<file path="src/rtl/core/consistent_hash_ring_unit_assert.svh">
// assertion macros for the hash ring unit
`ifndef CONSISTENT_HASH_RING_UNIT_ASSERT_SVH
`define CONSISTENT_HASH_RING_UNIT_ASSERT_SVH

// implication checked on every clock edge outside reset
`define CHR_ASSERT_IMP(label, ante, cons) \
    label: assert property (@(posedge clk) disable iff (!rst_n) (ante) |-> (cons)) \
        else $error("assertion failed");

// implication whose consequent is checked in the next cycle
`define CHR_ASSERT_NEXT(label, ante, cons) \
    label: assert property (@(posedge clk) disable iff (!rst_n) (ante) |=> (cons)) \
        else $error("assertion failed");

`endif

</file>
<file path="src/rtl/core/chr_ram.sv">
// generic single port ram with registered read
module chr_ram #(
    parameter int WIDTH = 8,
    parameter int DEPTH = 16
) (
    input  logic                     clk,
    input  logic                     we,
    input  logic [$clog2(DEPTH)-1:0] addr,
    input  logic [WIDTH-1:0]         wdata,
    output logic [WIDTH-1:0]         rdata
);
    logic [WIDTH-1:0] mem [DEPTH];

    // read returns the old entry on a write, read data registered
    always_ff @(posedge clk)
    begin
        if (we)
        begin
            mem[addr] <= wdata;
        end
        rdata <= mem[addr];
    end
endmodule

</file>
<file path="config.mk">
export PLATFORM = sky130hd
export DESIGN_NAME = chr_ram
export DESIGN_NICKNAME = d
export VERILOG_FILES = /design/src/rtl/core/consistent_hash_ring_unit_assert.svh /design/src/rtl/core/chr_ram.sv
export SDC_FILE = /design/constraint.sdc
export NUM_CORES = 1
export LEC_CHECK = 0
export ABC_CLOCK_PERIOD_IN_PS = 3700
export BUFFER_PORTS_ARGS = -buffer_cell sky130_fd_sc_hd__buf_4
export CAP_MARGIN = 10
export CORE_MARGIN = 3
export CORE_UTILIZATION = 50
export DETAILED_ROUTE_END_ITERATION = 6
export PLACE_DENSITY = 0.68
export SETUP_SLACK_MARGIN = 0.2
export SYNTH_ARGS = -nofsm -noshare
export SYNTH_HDL_FRONTEND = slang
export SYNTH_SLANG_ARGS = --single-unit
</file>
<file path="constraint.sdc">
create_clock -name clk -period 3.7 [get_ports clk]
set_clock_uncertainty 0.2 [all_clocks]
set_input_delay 0.74 -clock clk [delete_from_list [all_inputs] [get_ports clk]]
set_output_delay 0.74 -clock clk [all_outputs]
set_load 0.05 [all_outputs]
</file>
---- Word-level counts from Yosys, hierarchy flattened ----
Memory sizes are Yosys's and may differ from the RTL's. A register that Yosys moved wholly into a read port is not among the register bits.
Cells that the tools add are included.
storage, ports and cells
  logic and storage cells ................. 3
  register bits after elaboration ......... 0
  RAM bits ................................ 128
  bits of input ports ..................... 14
  output and inout port bits .............. 8
  memories ................................ 1
operators by class
  muxes and demuxes ....................... 2
memories
  name  depth  bits a word  read ports  clocked after Yosys merged registers in  write ports  line           source
  mem   16     8            1           1                                        1            chr_ram.sv:12  logic [WIDTH-1:0] mem [DEPTH];
operators by type and width
  operator           count
  two-way mux 1 bit  2

---- Logic depth before layout (Yosys ltp) ----
Gate-level depths: netlist of run 1.
  depth in word-level cells ............... 2
  mapped depth ............................ 5
  mapped depth without buffers ............ 3

---- Least setup slack after synthesis of run 1 ----
Ideal clock, no wire load.
  path type ............................... input-to-reg
  start ................................... input port addr[2]
  end ..................................... memory mem[0][0], enable pin
  arrival time ............................ 1.850 ns
  setup time .............................. 0.383 ns
  stages .................................. 2
  path slack .............................. 1.267 ns
  cell sequence ........................... or3b_2 nor3_1
RTL lines
  item         line           source
  from (decl)  chr_ram.sv:8   input logic [$clog2(DEPTH)-1:0] addr,
  to (decl)    chr_ram.sv:12
Straight into the memory's write port.

---- Worst setup path after layout of run 1 ----
  start ................................... input port addr[0]
  end ..................................... memory mem[3][6], enable pin
Straight into the memory's write port.

==> results of run 1 <==
-- critical path, stage by stage --
cell and delay [ns]:
buf_4 0.55, nand2_1 0.25, nor2_1 0.65
-- registers in the layout (all words and copies together) (netlist names) --
name and count:
mem 128, rdata 8
-- kinds of logic (layout without fill, tap and decap cells) --
logic type,Yosys count,in the layout,share of synthesized area (%)
buffers and inverters,11,57,1.19
muxes,32,32,14.2
DFF,136,136,79.0
and+or+nand+nor,35,35,3.21
AOI/OAI and AO/OA,16,16,2.37
-- per-layer routing --
metal / part of all wire (%) / GRT usage, % / routed length [um]
met4: 1.8 / 7.58 / 178
met1: 44 / 27.7 / 4370
met5: 0 / 0 / 0
met2: 48 / 27.0 / 4760
met3: 6.6 / 6.26 / 662
-- power breakdown --
| group | switching, W | leakage, nW | internal, W | total [W] |
|---|---|---|---|---|
| Combinational | 0.000130 | 0.432 | 0.0000723 | 0.000203 |
| Clock | 0.000606 | 0.321 | 0.00130 | 0.00191 |
| Sequential | 0.00000989 | 1.22 | 0.00172 | 0.00173 |
-- through the flow --
step	setup slack (ns)	util, %	area [um^2]
6_report	1.42	61.5	6030
5_1_grt	1.26	61.5	6030
4_1_cts	1.41	61.5	6030
3_5_place_dp	0.881	54.6	5360
3_3_place_gp	0.931	54.6	5360
2_1_floorplan	1.27	-	5070
-- final cells by class --
cell class	instances	area (um^2)
fillers	702	3780
flip-flops and latches	136	4000
clock buffers	20	425
repair buffers	25	188
multi-input cells	83	1000
well taps	133	166
clock inverters	12	248
-- worst max path at each step --
stage,start,endpoint
5_1_grt,addr[0],mem[3][0]$_DFFE_PP_
3_5_place_dp,addr[0],mem[3][0]$_DFFE_PP_
2_1_floorplan,addr[2],mem[0][0]$_DFFE_PP_
4_1_cts,addr[0],mem[3][7]$_DFFE_PP_
3_3_place_gp,addr[0],mem[3][0]$_DFFE_PP_
6_report,addr[0],mem[3][6]$_DFFE_PP_
-- cells in the final DEF (no fill, tap or decap), types with 2 or more instances in the layout --
master and count:
nand2_1 9, nor3_1 4, edfxtp_1 128, nand3b_1 2, dfxtp_1 8, bufinv_16 7, clkinv_4 3, clkbuf_16 16
nor2_1 13, a22oi_1 16, clkbuf_1 3, mux4_2 32, buf_4 25, nand2b_1 2, nor2b_1 2
==> impl_metrics.toml, run 1 <==
[placement]
portBuffers = 21
dp.cells = 377
gp_congestion = 0.737
dp_hpwl_um = 5870

[detailed_routing]
routed_wl_um = 9970
drcViolationCount = 0
vias_per_cell = 5.77
avgRoutedWirePerCell_um = 24.4
drtPass1Iterations = 5
vias = 2359
drt_iter0_markers = 158
ant_nets = 0

[timing]
timing.fmax_ghz = 0.438
min_period_ns = 2.28
hold_viol = 0
setup_viol = 0
rsz0062_at_grt = "false"
worst_pin_slew_ns = 0.922
holdWs_ns = 0.365
setup_tns_ns = 0
slew_viol_final = 0
slew_headroom_pct = 38.1
period_share_pct = 61.6

[global_route]
grtUsageTotal_pct = 19.1
grt_max_degree = 40
antenna_found_initial = 0
overflow = 0
grt_pass1_vias = 2458
grt_pass1_wl_um = 15000

[worst_hold_path]
hold_start = "wdata[4]"
min_path_cells = 1
hold_path.class = "in -> reg"
min_to = "mem[15][4]$_DFFE_PP_"

[critical_path]
required_ns = 3.64
regToRegEndpoint = "rdata[3]$_DFF_P_"
path_class = "in -> reg"
reg2reg_depth = 3
arrival_ns = 2.22
reg2reg_slack_ns = 2.13
cp_max_fo = 39
r2r_start = "mem[11][3]$_DFFE_PP_"
endpoint_kind = "flop"
start_kind = "input port"

[logic_synthesis]
ys.warnings.count = 0
syn_avg_cell_area_um2 = 22.0
synth_cell_type_count = 18
synth_flop_cell = "edfxtp_1"
synth_top_cell_area_share_pct = 75.9
synth_edf_count = 128
synth.ff_latch_count = 136
synth_most_common_cell = "edfxtp_1"
async_flop_share_pct = 0
synth_common_cells = "edfxtp_1, mux4_2, a22oi_1"
synth_area_um2 = 5070
synth_area_leaders = "edfxtp_1, mux4_2, dfxtp_1"
syn_inst = 230
yosysSeqAreaShare_pct = 79.0
syn_nets = 244
synth_top_cell_by_area = "edfxtp_1"

[pwr]
p_per_area_nw_per_um2 = 637
finalPower_w = 0.00384
leakagePower_nw = 1.98
vdd_drop_max_v = 0.000353

[floorplan]
die_w_um = 107
ioPinCount = 22
die_height_um = 107
die-area_um2 = 11400
start_util_pct = 51.6
fp-row-count = 36
core_um2 = 9820

[layout]
syn_to_final_growth_pct = 19.1
insertedDiodeCount = 0
drive_above_1_share_pct = 31.2
final_cells = 409
final_nets = 277

[cts]
cts.sinks = 136
cts-buffers-inserted = 17
post_cts_buffers = 0
cts_resized = 0
clockBufferDepth = 2
cts_tree = "done"
h-tree-depth = 4
clockRootBuffer = "clkbuf_8"
insertion_delay_ns = 0.51
clk_pin_slew_ns = 0.06
cts_hold_buffers = 0

[flow_run]
maxCapViolCount = 0

[run_status]
status = "completed"
Note: power is estimated with default switching activity, not from simulation.
==> run 2: changes to the inputs <==
--- a/config.mk
+++ b/config.mk
@@ -5,7 +5,7 @@
 export SDC_FILE = /design/constraint.sdc
 export NUM_CORES = 1
 export LEC_CHECK = 0
-export ABC_CLOCK_PERIOD_IN_PS = 3700
+export ABC_CLOCK_PERIOD_IN_PS = 2250
 export BUFFER_PORTS_ARGS = -buffer_cell sky130_fd_sc_hd__buf_4
 export CAP_MARGIN = 10
 export CORE_MARGIN = 3
==> constraint.sdc (replaced) <==
create_clock -name clk -period 2.25 [get_ports clk]
set_clock_uncertainty 0.2 [all_clocks]
set_input_delay 0.45 -clock clk [delete_from_list [all_inputs] [get_ports clk]]
set_output_delay 0.45 -clock clk [all_outputs]
set_load 0.05 [all_outputs]
==> run 2 against run 1 <==
Against the previous run: first-iteration DRC count shrank 8.9%; cell area grew 0.50%; wire length decreased by 3.7%; combinational power increased by 68%; cell count up 4.9%; die area did not move; via count up 1.5%.
==> impl_metrics.toml, run 2 (synthesized netlist as in run 1, its figures left out) <==
[timing]
worst_pin_slew_ns = 0.495
min_period_ns = 1.78
setup_tns_ns = 0
period_share_pct = 79.2
holdWs_ns = 0.0426
timing.fmax_ghz = 0.561
rsz0062_at_grt = "false"
hold_viol = 0
slew_viol_final = 0
slew_headroom_pct = 67.0
setup_viol = 0
layout_setup_ws_ns = 0.468

[cts]
clockBufferDepth = 2
clk_pin_slew_ns = 0.06
cts-buffers-inserted = 17
insertion_delay_ns = 0.52
clockRootBuffer = "clkbuf_8"
h-tree-depth = 4
cts_resized = 0
cts.sinks = 136
post_cts_buffers = 0
cts_hold_buffers = 0
cts_tree = "done"

[critical_path]
cpPeakStageDelay_ns = 0.40
endpoint_kind = "output port"
cp_num_buf_inv = 1
start_kind = "flop"
arrival_ns = 1.13
crit_chain = "buf_4"
path_class = "reg -> out"
critPathSlowestCell = "dfxtp_1"
required_ns = 1.60
cp_max_fo = 1
crit_family = "flip-flops"

[layout]
reg.largest.list = "mem: 128 flops, rdata: 8 flops"
final_cell_mix = "edfxtp_1, buf_4, mux4_2"
syn_to_final_growth_pct = 19.7
largest_reg_flops = 128
final_common_cell = "edfxtp_1"
final_nets = 297
top_register = "mem"
fillers = 711
insertedDiodeCount = 0
drive_above_1_share_pct = 36.8

[floorplan]
fp-row-count = 36
ioPinCount = 22
die_w_um = 107
core_um2 = 9820
die-area_um2 = 11400
die_height_um = 107
start_util_pct = 51.6

[detailed_routing]
routed_wl_um = 9600
drtPass1Iterations = 5
dr.max_layer_used = "met4"
ant_nets = 0
drcViolationCount = 0
wl_met2_um = 4890
wl_met3_um = 435
vias = 2394
drt_iter0_markers = 144
met1_length_um = 4200
vias_per_cell = 5.58
avgRoutedWirePerCell_um = 22.4

[placement]
dp_hpwl_um = 5850
gp_congestion = 0.739
place_ws_ns = 0.0859
portBuffers = 21

[pwr]
seqPwrFrac_pct = 51.2
combinationalPowerShare_pct = 6.1
p_sw_share_pct = 22.3
power_switching_w = 0.00124
vdd_drop_max_v = 0.000632
clkPwrFrac_pct = 42.7
p_per_area_nw_per_um2 = 919
leakagePower_nw = 2.02
p_int_w = 0.00433

[global_route]
antenna_found_initial = 0
overflow = 0
grt_pass1_wl_um = 14700
grt_pass1_vias = 2512
grtUsageTotal_pct = 18.6
grt_max_degree = 37

[run_status]
status = "completed"

[worst_hold_path]
hold_path.class = "in -> reg"

[flow_run]
maxCapViolCount = 0
-- run 2: cell count changes in the layout (fill, tap and decap cells not counted), sizes merged --
cell      previous run  this run
inv                  0         3
clkinv               4         8
buf                 25        45
bufinv               7         0
clkbuf              20        19
clkinvlp             1         2
-- run 2: path summary, 6_finish.rpt --
kind / start / endpoint / slack, ns / cells past startpoint
setup reg to reg: mem[3][5]$_DFFE_PP_ / rdata[5]$_DFF_P_ / 0.65 / 3
setup / recovery: rdata[2]$_DFF_P_ / rdata[2] / 0.47 / 1
hold / removal: wdata[0] / mem[7][0]$_DFFE_PP_ / 0.04 / 1
hold reg to reg: mem[14][6]$_DFFE_PP_ / rdata[6]$_DFF_P_ / 0.47 / 3
-- run 2: metal layers --
metal	vias to the layer above	GRT usage [%]
met5	-	0
met4	0	6.30
met3	6	5.24
met2	69	29.4
met1	1248	25.3
li1	1071	-
-- run 2: power by group through the flow --
| stage | combinational (W) | clock [W] | sequential, W |
|---|---|---|---|
| 2_1_floorplan | 0.000147 | 0 | 0.00296 |
| 3_3_place_gp | 0.000343 | 0 | 0.00290 |
| 3_5_place_dp | 0.000347 | 0 | 0.00290 |
| 4_1_cts | 0.000349 | 0.00242 | 0.00285 |
| 5_1_grt | 0.000367 | 0.00254 | 0.00285 |
| 6_report | 0.000342 | 0.00238 | 0.00285 |
-- run 2: cell type report --
cell class	count	area, um^2	share of cell area (%)
clock buffer	19	422	6.95
timing repair buffer	45	363	5.98
sequential	136	4000	66.0
multi-input combinational	83	1010	16.7
clock inverter	13	98.8	1.63
tap	133	166	2.74
-- run 2: stage by stage --
stage	utilization (%)	cell area, um^2	instances	power [W]
final	61.8	6060	429	0.00557
after global placement	56.5	5540	397	0.00324
after floorplan	-	5070	230	0.00310
after detailed placement	56.5	5540	397	0.00325
after global routing	61.8	6060	429	0.00576
after CTS	61.8	6060	429	0.00562
