===== config.mk =====
export PLATFORM = sky130hd
export DESIGN_NAME = chr_ctrl
export DESIGN_NICKNAME = d
export VERILOG_FILES = /design/src/rtl/core/consistent_hash_ring_unit_assert.svh /design/src/rtl/core/chr_pkg.sv /design/src/rtl/core/chr_ctrl.sv
export SDC_FILE = /design/constraint.sdc
export NUM_CORES = 1
export LEC_CHECK = 0
export ABC_AREA = 1
export ABC_CLOCK_PERIOD_IN_PS = 10100
export BUFFER_PORTS_ARGS = -buffer_cell sky130_fd_sc_hd__buf_2
export CAP_MARGIN = 0
export CORE_MARGIN = 4
export CORE_UTILIZATION = 59
export DETAILED_ROUTE_END_ITERATION = 10
export HOLD_SLACK_MARGIN = 0.15
export PLACE_DENSITY_LB_ADDON = 0.2
export SLEW_MARGIN = 20
export SYNTH_ARGS = -nofsm -noshare
export SYNTH_HDL_FRONTEND = slang
export SYNTH_SLANG_ARGS = --single-unit

===== constraint.sdc =====
create_clock -name clk -period 10.1 [get_ports clk]
set_input_delay 2.02 -clock clk [delete_from_list [all_inputs] [get_ports clk]]
set_output_delay 2.02 -clock clk [all_outputs]
set_load 0.03 [all_outputs]

===== src/rtl/core/consistent_hash_ring_unit_assert.svh =====
// assertion macros for the hash ring unit
`ifndef CONSISTENT_HASH_RING_UNIT_ASSERT_SVH
`define CONSISTENT_HASH_RING_UNIT_ASSERT_SVH

// implication checked on every clock edge outside reset
`define CHR_ASSERT_IMP(label, ante, cons) \
    label: assert property (@(posedge clk) disable iff (!rst_n) (ante) |-> (cons)) \
        else $error("assertion failed");

// implication whose consequent is checked in the next cycle
`define CHR_ASSERT_NEXT(label, ante, cons) \
    label: assert property (@(posedge clk) disable iff (!rst_n) (ante) |=> (cons)) \
        else $error("assertion failed");

`endif


===== src/rtl/core/chr_pkg.sv =====
// package for the hash ring unit: sizes, codes and controller states
package chr_pkg;
    localparam int RING_ENTRIES = 256;
    localparam int SERVER_BITS  = 8;
    localparam int HASH_BITS    = 32;
    localparam int ADDR_BITS    = $clog2(RING_ENTRIES);
    localparam int CNT_BITS     = ADDR_BITS + 1;
    localparam int ENTRY_BITS   = HASH_BITS + SERVER_BITS;

    typedef enum logic [1:0] {
        OP_LOOKUP = 2'd0,
        OP_INSERT = 2'd1,
        OP_DELETE = 2'd2,
        OP_NONE   = 2'd3
    } op_t;

    typedef enum logic [1:0] {
        ST_OK     = 2'd0,
        ST_ABSENT = 2'd1,
        ST_DUP    = 2'd2,
        ST_FULL   = 2'd3
    } status_t;

    typedef enum logic [2:0] {
        S_IDLE,
        S_SEARCH,
        S_WAIT,
        S_DECIDE,
        S_FETCH,
        S_SHIFT,
        S_PLACE,
        S_DONE
    } state_t;
endpackage


===== src/rtl/core/chr_ctrl.sv =====
// sequencer: binary search, shift for insert and delete, result beat
module chr_ctrl (
    input  logic                            clk,
    input  logic                            rst_n,
    input  logic                            in_valid,
    output logic                            in_stall,
    input  logic [1:0]                      op,
    input  logic [chr_pkg::HASH_BITS-1:0]   hash_value,
    input  logic [7:0]                      node_index,
    output logic                            out_valid,
    input  logic                            out_stall,
    output logic [7:0]                      server_index,
    output logic [1:0]                      status,
    output logic                            mem_we,
    output logic [chr_pkg::ADDR_BITS-1:0]   mem_addr,
    output logic [chr_pkg::ENTRY_BITS-1:0]  mem_wdata,
    input  logic [chr_pkg::ENTRY_BITS-1:0]  mem_rdata,
    output logic [chr_pkg::CNT_BITS-1:0]    count
);
    import chr_pkg::*;

    state_t                state_reg, state_next;
    logic [CNT_BITS-1:0]   count_reg, count_next;
    logic [CNT_BITS-1:0]   lo_reg, lo_next, hi_reg, hi_next, mid;
    logic [CNT_BITS-1:0]   idx_reg, idx_next;
    logic [1:0]            op_reg, op_next;
    logic [HASH_BITS-1:0]  hash_reg, hash_next;
    logic [SERVER_BITS-1:0] srv_reg, srv_next;
    logic                  ov_reg, ov_next;
    logic [7:0]            sidx_reg, sidx_next;
    logic [1:0]            stat_reg, stat_next;
    logic                  hit;

    assign mid = lo_reg + ((hi_reg - lo_reg) >> 1);
    assign hit = (lo_reg < count_reg) && (mem_rdata[ENTRY_BITS-1:SERVER_BITS] == hash_reg);

    always_ff @(posedge clk or negedge rst_n)
    begin
        if (!rst_n)
        begin
            state_reg <= S_IDLE;
            count_reg <= '0;
            ov_reg    <= 1'b0;
        end
        else
        begin
            state_reg <= state_next;
            count_reg <= count_next;
            ov_reg    <= ov_next;
        end
    end

    always_ff @(posedge clk)
    begin
        lo_reg   <= lo_next;
        hi_reg   <= hi_next;
        idx_reg  <= idx_next;
        op_reg   <= op_next;
        hash_reg <= hash_next;
        srv_reg  <= srv_next;
        sidx_reg <= sidx_next;
        stat_reg <= stat_next;
    end

    // next state and memory port
    always_comb
    begin
        state_next = state_reg;
        count_next = count_reg;
        lo_next    = lo_reg;
        hi_next    = hi_reg;
        idx_next   = idx_reg;
        op_next    = op_reg;
        hash_next  = hash_reg;
        srv_next   = srv_reg;
        ov_next    = ov_reg;
        sidx_next  = sidx_reg;
        stat_next  = stat_reg;
        mem_we     = 1'b0;
        mem_addr   = mid[ADDR_BITS-1:0];
        mem_wdata  = {hash_reg, srv_reg};
        if (ov_reg && !out_stall)
        begin
            ov_next = 1'b0;
        end
        case (state_reg)
            S_IDLE:
            begin
                if (in_valid && !ov_reg)
                begin
                    op_next   = op;
                    hash_next = hash_value;
                    srv_next  = node_index[SERVER_BITS-1:0];
                    lo_next   = '0;
                    hi_next   = count_reg;
                    state_next = S_SEARCH;
                end
            end
            S_SEARCH:
            begin
                // read mid, or finish with a read of lo (address 0 when lo has reached count)
                if (lo_reg < hi_reg)
                begin
                    state_next = S_WAIT;
                end
                else
                begin
                    mem_addr   = (lo_reg < count_reg) ? lo_reg[ADDR_BITS-1:0] : '0;
                    state_next = S_DECIDE;
                end
            end
            S_WAIT:
            begin
                if (mem_rdata[ENTRY_BITS-1:SERVER_BITS] < hash_reg)
                begin
                    lo_next = mid + 1'b1;
                end
                else
                begin
                    hi_next = mid;
                end
                state_next = S_SEARCH;
            end
            S_DECIDE:
            begin
                sidx_next  = '0;
                stat_next  = ST_OK;
                state_next = S_DONE;
                idx_next   = count_reg;
                case (op_reg)
                    OP_LOOKUP:
                    begin
                        if (count_reg == '0)
                        begin
                            stat_next = ST_ABSENT;
                        end
                        else
                        begin
                            sidx_next = 8'(mem_rdata[SERVER_BITS-1:0]);
                        end
                    end
                    OP_INSERT:
                    begin
                        if (hit)
                        begin
                            stat_next = ST_DUP;
                        end
                        else if (count_reg == CNT_BITS'(RING_ENTRIES))
                        begin
                            stat_next = ST_FULL;
                        end
                        else
                        begin
                            state_next = S_FETCH;
                        end
                    end
                    OP_DELETE:
                    begin
                        if (hit)
                        begin
                            idx_next   = lo_reg + 1'b1;
                            state_next = S_FETCH;
                        end
                        else
                        begin
                            stat_next = ST_ABSENT;
                        end
                    end
                    default:
                    begin
                    end
                endcase
            end
            S_FETCH:
            begin
                // insert walks down from count, delete walks up from pos+1
                if (op_reg == OP_INSERT)
                begin
                    if (idx_reg > lo_reg)
                    begin
                        mem_addr   = ADDR_BITS'(idx_reg - 1'b1);
                        state_next = S_SHIFT;
                    end
                    else
                    begin
                        state_next = S_PLACE;
                    end
                end
                else
                begin
                    if (idx_reg < count_reg)
                    begin
                        mem_addr   = idx_reg[ADDR_BITS-1:0];
                        state_next = S_SHIFT;
                    end
                    else
                    begin
                        count_next = count_reg - 1'b1;
                        state_next = S_DONE;
                    end
                end
            end
            S_SHIFT:
            begin
                mem_we    = 1'b1;
                mem_wdata = mem_rdata;
                if (op_reg == OP_INSERT)
                begin
                    mem_addr = idx_reg[ADDR_BITS-1:0];
                    idx_next = idx_reg - 1'b1;
                end
                else
                begin
                    mem_addr = ADDR_BITS'(idx_reg - 1'b1);
                    idx_next = idx_reg + 1'b1;
                end
                state_next = S_FETCH;
            end
            S_PLACE:
            begin
                mem_we     = 1'b1;
                mem_addr   = lo_reg[ADDR_BITS-1:0];
                mem_wdata  = {hash_reg, srv_reg};
                count_next = count_reg + 1'b1;
                state_next = S_DONE;
            end
            S_DONE:
            begin
                if (!ov_reg || !out_stall)
                begin
                    ov_next    = 1'b1;
                    state_next = S_IDLE;
                end
            end
            default:
            begin
                state_next = S_IDLE;
            end
        endcase
    end

    // input waits while busy or while a result beat is pending
    assign in_stall     = (state_reg != S_IDLE) || ov_reg;
    assign out_valid    = ov_reg;
    assign server_index = sidx_reg;
    assign status       = stat_reg;
    assign count        = count_reg;
endmodule

; Word-level counts from Yosys, hierarchy flattened
; Index checks and enable logic that the tools add are counted.
[word_totals]
register_bits = 92
input_bits = 86
word_cells = 104
output_inout_bits = 70
[op_classes]
bitwise_logic = 1
magnitude_cmp = 5
n_eq_ne = 17
n_addsub = 8
n_reduce_logical = 21
muxes = 41
[op_table]
columns = operator, n
row1 = 9-bit 2-to-1 mux, 9
row2 = 9-bit one-hot mux with 2 select lines, 4
row3 = 8-bit 2-to-1 mux, 6
row4 = 40-bit 2-to-1 mux, 1
row5 = 9-bit by 1-bit adder with 9-bit output (second input constant), 4
row6 = 32-bit equality test, 1
row7 = 32-bit < comparator, 1
row8 = 8-bit one-hot mux with 4 select lines, 1
row9 = 9-bit < comparator, 3
row10 = 3-bit one-hot mux with 8 select lines, 1
row11 = 9-bit by 1-bit subtractor with 9-bit output (second input constant), 2
row12 = 2-bit 2-to-1 mux, 7
row13 = 3-bit equality test (second input constant), 4
row14 = 2-bit inequality test (second input constant), 6
row15 = 9-bit by 8-bit adder with 9-bit output, 1
row16 = 9-bit equality test (second input constant), 1
row17 = 9-bit > comparator, 1
row18 = 9-bit zero test, 1
row19 = 3-bit 2-to-1 mux, 3
row20 = 3-bit AND reduction, 3
row21 = 9-bit subtractor, 1
row22 = 1-bit 2-to-1 mux, 7
row23 = 3-bit by 2-bit equality test with 1-bit output (second input constant), 2
row24 = 2-bit one-hot mux with 3 select lines, 1
row25 = other kinds (14), 22

; Depth between registers and ports, before layout
; Gate-level depths: netlist (run 1).
[logic_depth]
ltp_word = 5
mapped_depth = 21
ltp_nobuf = 21

; Worst setup path before layout (run 1)
; No wires, ideal clock.
[synth_timing]
path_kind = reg-to-output
start = reg lo_reg[2]
end = out mem_addr[7] (netlist bit)
path_stages_with_launch = 20
slack_ns = 5.176
arrival_ns = 2.904
cell_sequence = edfxtp_1 > inv_1 > ha_1 > a21oi_1 > o21ai_1 > a21oi_1 > nor2_1 > nor2_1 > xnor2_1 > ha_1 > nand2_1 > inv_1 > a21oi_1 > nand3b_1 > nand2_1 > inv_1 > nand2_1 > nand3_1 > nand3_1 > nand4_1
[synth_via]
elab_chain_cells = 5
word_cells_on_any_way = 11
classes_between = add/sub (2) / order compare (3) / mux (6)
[synth_rtl]
columns = element, line
row1 = "start, declared", chr_ctrl.sv:24  ; logic [CNT_BITS-1:0] lo_reg, lo_next, hi_reg, hi_next, mid;
row2 = "start signal, assigned", chr_ctrl.sv:55  ; lo_reg <= lo_next;
row3 = 9-bit subtractor, chr_ctrl.sv:34  ; assign mid = lo_reg + ((hi_reg - lo_reg) >> 1);
row4 = 9-bit by 8-bit adder with 9-bit output, chr_ctrl.sv:34
row5 = 8-bit 2-to-1 mux (on tied branches), "chr_ctrl.sv:191, chr_ctrl.sv:179"
row6 = 8-bit 2-to-1 mux, chr_ctrl.sv:177  ; if (op_reg == OP_INSERT)
row7 = 8-bit one-hot mux with 4 select lines (*), chr_ctrl.sv:86  ; case (state_reg)
row8 = "end, declared", chr_ctrl.sv:15  ; output logic [chr_pkg::ADDR_BITS-1:0] mem_addr,
; Every way passes the cells marked *; elsewhere a longest branch is shown, timed or not.

; Final worst setup path (run 1)
; Ends and elaborated chain as after synthesis.

==> impl_metrics.toml, run 1 <==
[cts]
cts_buffers = 9
ctsHoldBuffers = 0
clock-sinks = 92
post_cts_resize_count = 0
cts_buffer_depth = 2
cts_tree = "yes"
postCtsSetupBuffers = 0
clock_tree.root_cell = "clkbuf_16"
htree_num_levels = 3
path_clk_slew_ps = 60
clock_latency_ps = 350

[floorplan]
ioPinCount = 156
core_area_um2 = 12770
die_h_um = 123.0
fp.dieW_um = 123.0
die_area_um2 = 15140
fp-row-count = 41
initial_core_util_pct = 61.12

[detailed_routing]
antenna_left = 0
wl_mm = 22.79
dr.pass1.iters = 5
drcViolationCount = 0
drtIter0Drc = 743
num_vias = 7580
via_per_inst = 5.742
avgRoutedWirePerCell_um = 17.26

[sta]
fin_ws_ps = 4343
setup_violations = 0
worstMarginPinSlew_ps = 1051
grt_setup_unrepaired = "false"
maxSlewHeadroom_pct = 29.50
post-route-period-util_pct = 57.00
hold_violations = 0
fin_setup_tns_ps = 0
fin_skew_ps = 8.534
period_minus_slack_ps = 5757
fmax_mhz = 173.7
hold_slack_ps = 545.7
drv_slew = 0

[synth]
synth_top_area_share_pct = 30.38
yosysWarnings = 0
synth.top_cells.by_count = "234 x nand2_1, 123 x inv_1, 89 x ha_1"
synth_area_leaders = "edfxtp_1 30%, ha_1 14%, nand2_1 11%, inv_1 5.9%, dfrtp_1 4.2%"
yosysTopAreaCell = "edfxtp_1"
seq_area_frac_synth_pct = 34.55
syn-mean-instance-area_um2 = 7.839
ys_ff_latch = 92
synth_cells = 996
synth_nets = 1174
yosysMostFrequentCell = "nand2_1"
synth_edf_count = 79
ys_types = 53
synthFlopType = "edfxtp_1"
synthArstFlopShare_pct = 14.13
synth_area_um2 = 7807

[hold_path]
min_from = "out_valid$_DFF_PN0_"
hold_class = "flip-flop to flip-flop"

[placed_design]
port_buffers = 155
pre_cts_ws_ps = 4765
place.gp.congestion = 1.028
dp.final_hpwl_mm = 17.96

[finish]
area.growth.synth_to_final_pct = 15.64
finalNetCount = 1321
diodes = 0
drive_above_1_share_pct = 19.95
post-route-util_pct = 70.68
largest_reg_flops = 32

[run_status]
status = "finished, final reports clean"

[global_routing]
grt_usage_pct = 31.03
antenna_found_initial = 0
grt_pass1_wl_mm = 36.21
grt_pass1_vias = 7246
gr-total-overflow = 0
grt_max_degree = 82

[worst_setup_path]
worstReg2RegStart = "lo_reg[0]$_SDFFCE_PP0P_"
crit_top_cell = "nand2_1"
cp-end-kind = "output port"
cp-start-kind = "flip-flop"
critical_path.max_stage_delay_ps = 510
critPathKind = "flip-flop to output port"
cp_max_fo = 7
cp_slowest_cell = "edfxtp_1"
worstPathCellList = "inv_1, ha_1, a21oi_1, o21ai_1, a21oi_1, nor2_1, nor2_1, xnor2_1, ha_1, nand2_1, inv_1, a21oi_1, nand2_1, nand2_1, nand2_1, inv_1, nand2_1, nand3_1, nand3_1, nand4_1, buf_2"
crit_required_ps = 8080
cp.arrival_ps = 3740
critPathLaunch = "lo_reg[2]$_SDFFCE_PP0P_"

[run]
cap_viol_max_count = 0
## final cells by class
class	count	area (um^2)
fillers	1052	3745
inverters	140	529.3
clock inverters	6	72.57
multi-input cells	742	4487
well taps	172	215.2
flip-flops and latches	92	2698
clock buffers	10	229.0
repair buffers	158	798.3
## metal layers
metal  vias up  GRT usage [%]  share of wire [%]
li1       3696              -                  -
met1      3466          41.29                 43
met2       366          49.98                 45
met3        52          7.548                9.6
met4         0          10.31                2.5
met5         -              0                  0
## stage by stage
step                instances  cell area, um^2
floorplan                 996             7807
finish                   1320             9029
detailed placement       1304             8727
global placement         1304             8727
global route             1320             9029
CTS                      1320             9029
## final timing paths
check / end / slack [ps] / depth (start not counted)
min in group asynchronous: state_reg[1]$_DFFE_PN0P_ / 1550 / 1
worst min register to register: out_valid$_DFF_PN0_ / 550 / 2
worst max-delay path: mem_addr[7] / 4340 / 21
worst min-delay path: out_valid$_DFF_PN0_ / 550 / 2
max in group asynchronous: count[1]$_DFFE_PN0P_ / 8330 / 1
worst max register to register: lo_reg[7]$_SDFFCE_PP0P_ / 6280 / 14
## kinds of logic (layout without fill, tap and decap cells)
| family | count (synthesis) | in the layout | share of synthesized area, % |
|---|---|---|---|
| flops | 92 | 92 | 34.55 |
| simple gates | 422 | 422 | 24.49 |
| buf+inv | 162 | 314 | 8.141 |
| fa+ha+maj | 92 | 92 | 15.03 |
| xor+xnor | 34 | 34 | 4.007 |
| compound gates | 194 | 194 | 13.78 |
## critical path: cells and delay by family, from the launching register on
kind,cells,cell delay (ps)
xor+xnor,1,140
fa+ha+maj,2,700
buf+inv,4,530
compound gates,4,710
flops,1,510
simple gates,10,800
## layout by cell type, fill, tap and decap left out, types with 4 or more instances in the layout
cell       count
edfxtp_1      79
xor2_1        26
dfrtp_1       13
o21a_1         4
buf_2        155
a21oi_1       59
inv_1        123
clkbuf_16      9
nor2_2        10
nor2_1        55
nand2_2       11
nand3_1       54
nor2_4         5
ha_1          89
o21ai_0       57
o21ai_1       42
a22oi_1        6
nand2_1      234
inv_2         14
nor3_1         4
o211ai_1       6
nand3b_1       4
xnor2_1        6
nand4_1       35
Power of run 1 is not shown: default switching activity piles up to over one toggle a cycle in this logic, so the estimate is an artifact.
==> inputs of run 2 (changes only) <==
Settings changed: ABC_CLOCK_PERIOD_IN_PS 10100 to 5100, CORE_UTILIZATION 59 to 51.
Clock period 10.1 ns to 5.1 ns, I/O delays scaled along.
==> impl_metrics.toml, run 2 (same netlist as run 1, synthesis figures left out) <==
[floorplan]
die_area_um2 = 17350
initial_core_util_pct = 52.92
fp-row-count = 44
fp.dieW_um = 131.7
die_h_um = 131.7
core_area_um2 = 14750
ioPinCount = 156

[run]
cap_viol_max_count = 0

[sta]
fin_skew_ps = 9.054
setup_violations = 0
maxSlewHeadroom_pct = 32.44
hold_violations = 0
post-route-period-util_pct = 92.11
period_minus_slack_ps = 4697
drv_slew = 0
fin_setup_tns_ps = 0
worstMarginPinSlew_ps = 1010
fmax_mhz = 212.9
grt_setup_unrepaired = "false"

[detailed_routing]
avgRoutedWirePerCell_um = 16.81
drtIter0Drc = 586
via_per_inst = 5.494
dr.pass1.iters = 5
antenna_left = 0
num_vias = 7324
drcViolationCount = 0
wl_mm = 22.41

[worst_setup_path]
critical_path.max_stage_delay_ps = 440
cp_slowest_cell = "edfxtp_1"
cp-end-kind = "output port"
crit_required_ps = 4080
cp.arrival_ps = 3680
crit_top_cell = "nand2_1"
cp-start-kind = "flip-flop"
worstPathCellList = "inv_1, ha_1, nand2_1, nor3_1, a21oi_1, nor2_1, nor2_1, xnor2_1, ha_1, nand2_1, inv_1, a21oi_1, nand2_1, nand2_1, nand2_1, inv_1, nand2_1, nand3_1, nand3_1, nand4_1, buf_2"
reg2reg_depth = 14
critPathKind = "flip-flop to output port"
cp_max_fo = 6

[placed_design]
place.gp.congestion = 0.9782
port_buffers = 155
dp.final_hpwl_mm = 17.67

[finish]
finalNetCount = 1322
num-fill-cells = 1399
largest_reg_flops = 32
post-route-util_pct = 61.37
layout_common_cells = "234 x nand2_1, 155 x buf_2, 123 x inv_1, 89 x ha_1, 79 x edfxtp_1"
layout_commonest_cell = "nand2_1"
drive_above_1_share_pct = 20.10
area.growth.synth_to_final_pct = 15.98
diodes = 0

[global_routing]
grt_pass1_wl_mm = 35.82
grt_pass1_vias = 7042
gr-total-overflow = 0
grt_usage_pct = 25.69
antenna_found_initial = 0
grt_max_degree = 63

[cts]
clock_latency_ps = 360
cts_buffer_depth = 2
ctsHoldBuffers = 0
htree_num_levels = 3
cts_tree = "yes"
clock-sinks = 92
path_clk_slew_ps = 70
clock_tree.root_cell = "clkbuf_16"
cts_buffers = 9

[hold_path]
hold_class = "flip-flop to flip-flop"
worstHoldPathCells = 2

[run_status]
status = "finished, final reports clean"
run 2: changes by cell type in the layout (fill, tap and decap cells not counted), sizes merged:
cell / change
buf: +1
clkinvlp: -2
inv: +2
clkbuf: -1
clkinv: +1
run 2: per-layer routing:
| layer | global-route usage (%) | up-vias | wire (um) |
|---|---|---|---|
| met5 | 0 | - | 0 |
| met2 | 40.89 | 315 | 10150 |
| met4 | 6.534 | 0 | 418 |
| met1 | 35.53 | 3279 | 9646 |
| met3 | 5.992 | 39 | 2200 |
| li1 | - | 3691 | - |
run 2: worst max-delay path: cells and delay by family, from the launching register on:
family | cells | cell delay (ps)
compound gates | 2 | 340
xor+xnor | 1 | 130
fa+ha+maj | 2 | 780
buf+inv | 4 | 550
flops | 1 | 440
simple gates | 12 | 1080
run 2: final timing paths:
check	from	end	slack (ps)
min in group asynchronous	rst_n	state_reg[2]$_DFFE_PN0P_	540
max	lo_reg[3]$_SDFFCE_PP0P_	mem_addr[7]	400
max in group asynchronous	rst_n	count[5]$_DFFE_PN0P_	4320
max reg2reg	lo_reg[0]$_SDFFCE_PP0P_	lo_reg[7]$_SDFFCE_PP0P_	1450
min reg2reg	out_valid$_DFF_PN0_	out_valid$_DFF_PN0_	530
min	out_valid$_DFF_PN0_	out_valid$_DFF_PN0_	530
run 2: cell type report:
cell class              instances  area [um^2]  share of cell area, %
well taps                     184        230.2                  2.542
flip-flops and latches         92         2698                  29.79
repair buffers                159        805.8                  8.899
clock buffers                   9        225.2                  2.487
inverters                     140        529.3                  5.845
clock inverters                 7        80.08                 0.8843
multi-input cells             742         4487                  49.55
run 2: repair_timing:
item	4_1_cts	5_1_grt
resized for setup	0	0
setup endpoints to repair	0	1
buffers inserted	0	1
run 2: stage by stage:
stage	hold slack (ps)	cell area [um^2]	std cells	worst slack, ps
5_1_grt	568.9	9055	1333	34.65
3_5_place_dp	517.8	8742	1316	784.3
3_3_place_gp	517.9	8742	1316	870.0
4_1_cts	536.0	9047	1332	350.6
2_1_floorplan	647.0	7807	996	1176
6_report	534.0	9055	1333	402.6
Power of run 2 is left out for the same reason.
==> inputs of run 3 (changes only) <==
Settings changed: CORE_UTILIZATION 51 to 49.
==> impl_metrics.toml, run 3 (same netlist as run 1, synthesis figures left out) <==
[run_status]
status = "finished, final reports clean"

[sta]
setup_violations = 0
maxSlewHeadroom_pct = 39.01
fmax_mhz = 210.4
post-route-period-util_pct = 93.21
fin_setup_tns_ps = 0
period_minus_slack_ps = 4754
hold_violations = 0
worstMarginPinSlew_ps = 908.8
drv_slew = 0
fin_skew_ps = 8.109
grt_setup_unrepaired = "false"

[floorplan]
die_h_um = 134.2
fp-row-count = 45
die_area_um2 = 18020
fp.dieW_um = 134.2
ioPinCount = 156
core_area_um2 = 15430
initial_core_util_pct = 50.61

[worst_setup_path]
cp-end-kind = "output port"
cp-start-kind = "flip-flop"
critPathKind = "flip-flop to output port"
critical_path.max_stage_delay_ps = 490
worstPathCellList = "inv_1, ha_1, a21oi_1, o21ai_1, a21oi_1, nor2_1, nor2_1, xnor2_1, ha_1, nand2_1, inv_1, a21oi_1, nand2_1, nand2_1, nand2_1, inv_1, nand2_1, nand3_1, nand3_1, nand4_1, buf_2"
crit_top_cell = "nand2_1"
cp_max_fo = 7
cp.arrival_ps = 3730
cp_slowest_cell = "edfxtp_1"
crit_required_ps = 4080

[detailed_routing]
antenna_left = 0
drcViolationCount = 0
drtIter0Drc = 602
avgRoutedWirePerCell_um = 16.37
via_per_inst = 5.302
wl_mm = 22.26
dr.pass1.iters = 6
num_vias = 7211

[global_routing]
grt_usage_pct = 24.81
grt_pass1_wl_mm = 35.09
antenna_found_initial = 0
gr-total-overflow = 0
grt_pass1_vias = 6808
grt_max_degree = 46

[run]
cap_viol_max_count = 0

[cts]
path_clk_slew_ps = 60
ctsHoldBuffers = 0
htree_num_levels = 3
clock-sinks = 92
post_cts_resize_count = 0
clock_tree.root_cell = "clkbuf_16"
clock_latency_ps = 350
cts_buffer_depth = 2
cts_buffers = 9
postCtsSetupBuffers = 0
cts_tree = "yes"

[finish]
layout_common_cells = "234 x nand2_1, 155 x buf_2, 123 x inv_1, 89 x ha_1, 79 x edfxtp_1"
area.growth.synth_to_final_pct = 16.54
drive_above_1_share_pct = 19.93
num-fill-cells = 1453
finalNetCount = 1322
largest_reg_flops = 32
diodes = 0
multi_input_area_um2 = 4487
regArea_um2 = 2698
layout_commonest_cell = "nand2_1"

[hold_path]
hold_class = "flip-flop to flip-flop"

[placed_design]
port_buffers = 155
dp.final_hpwl_mm = 17.79
place.gp.congestion = 0.9536
-- run 3: cell count changes in the layout (fill, tap and decap cells not counted), sizes merged --
cell / change
bufinv: +1
inv: -2
clkbuf: +1
-- run 3: critical path, delay by kind of cell, from the launching register on --
family / cells / cell delay, ps
AND/OR/NAND/NOR: 10 / 830
AO/OA/AOI/OAI: 4 / 750
adder cells (fa/ha/maj): 2 / 690
buffers and inverters: 4 / 520
flip-flops: 1 / 490
XOR/XNOR: 1 / 130
-- run 3: final cells by class --
| class | count | share of cell area (%) |
|---|---|---|
| clock buffer | 10 | 2.517 |
| clock inverter | 6 | 0.9488 |
| inverter | 140 | 5.817 |
| multi-input combinational | 742 | 49.31 |
| sequential | 92 | 29.65 |
| tap | 211 | 2.902 |
| timing repair buffer | 159 | 8.856 |
-- run 3: worst paths after layout --
kind                                                 end  depth (start not counted)  slack (ps)               startpoint
worst max-delay path                         mem_addr[7]                         21         350  lo_reg[2]$_SDFFCE_PP0P_
worst min-delay path                 out_valid$_DFF_PN0_                          2         540      out_valid$_DFF_PN0_
worst max register to register   lo_reg[7]$_SDFFCE_PP0P_                         14        1260  lo_reg[0]$_SDFFCE_PP0P_
worst min register to register       out_valid$_DFF_PN0_                          2         540      out_valid$_DFF_PN0_
max in group asynchronous       state_reg[1]$_DFFE_PN0P_                          1        4320                    rst_n
min in group asynchronous           count[0]$_DFFE_PN0P_                          1         550                    rst_n
-- run 3: through the flow --
stage / utilization (%) / setup WS, ps / instance area, um^2 / std cells / hold WS (ps)
after floorplan: - / 1176 / 7807 / 996 / 647.0
after global placement: 56.93 / 876.5 / 8783 / 1344 / 528.7
after detailed placement: 56.93 / 763.3 / 8783 / 1344 / 531.7
after CTS: 58.98 / 381.2 / 9099 / 1360 / 548.9
after global routing: 58.98 / 32.13 / 9099 / 1360 / 563.1
final: 58.98 / 346.2 / 9099 / 1360 / 542.3
-- run 3: per-layer routing --
layer | vias to the layer above | global-route usage [%] | wire, um
met5 | - | 0 | 0
met4 | 0 | 6.900 | 479
met3 | 34 | 5.626 | 1970
met2 | 265 | 39.08 | 9990
met1 | 3228 | 34.47 | 9822
li1 | 3684 | - | -
Power of run 3 is left out for the same reason.
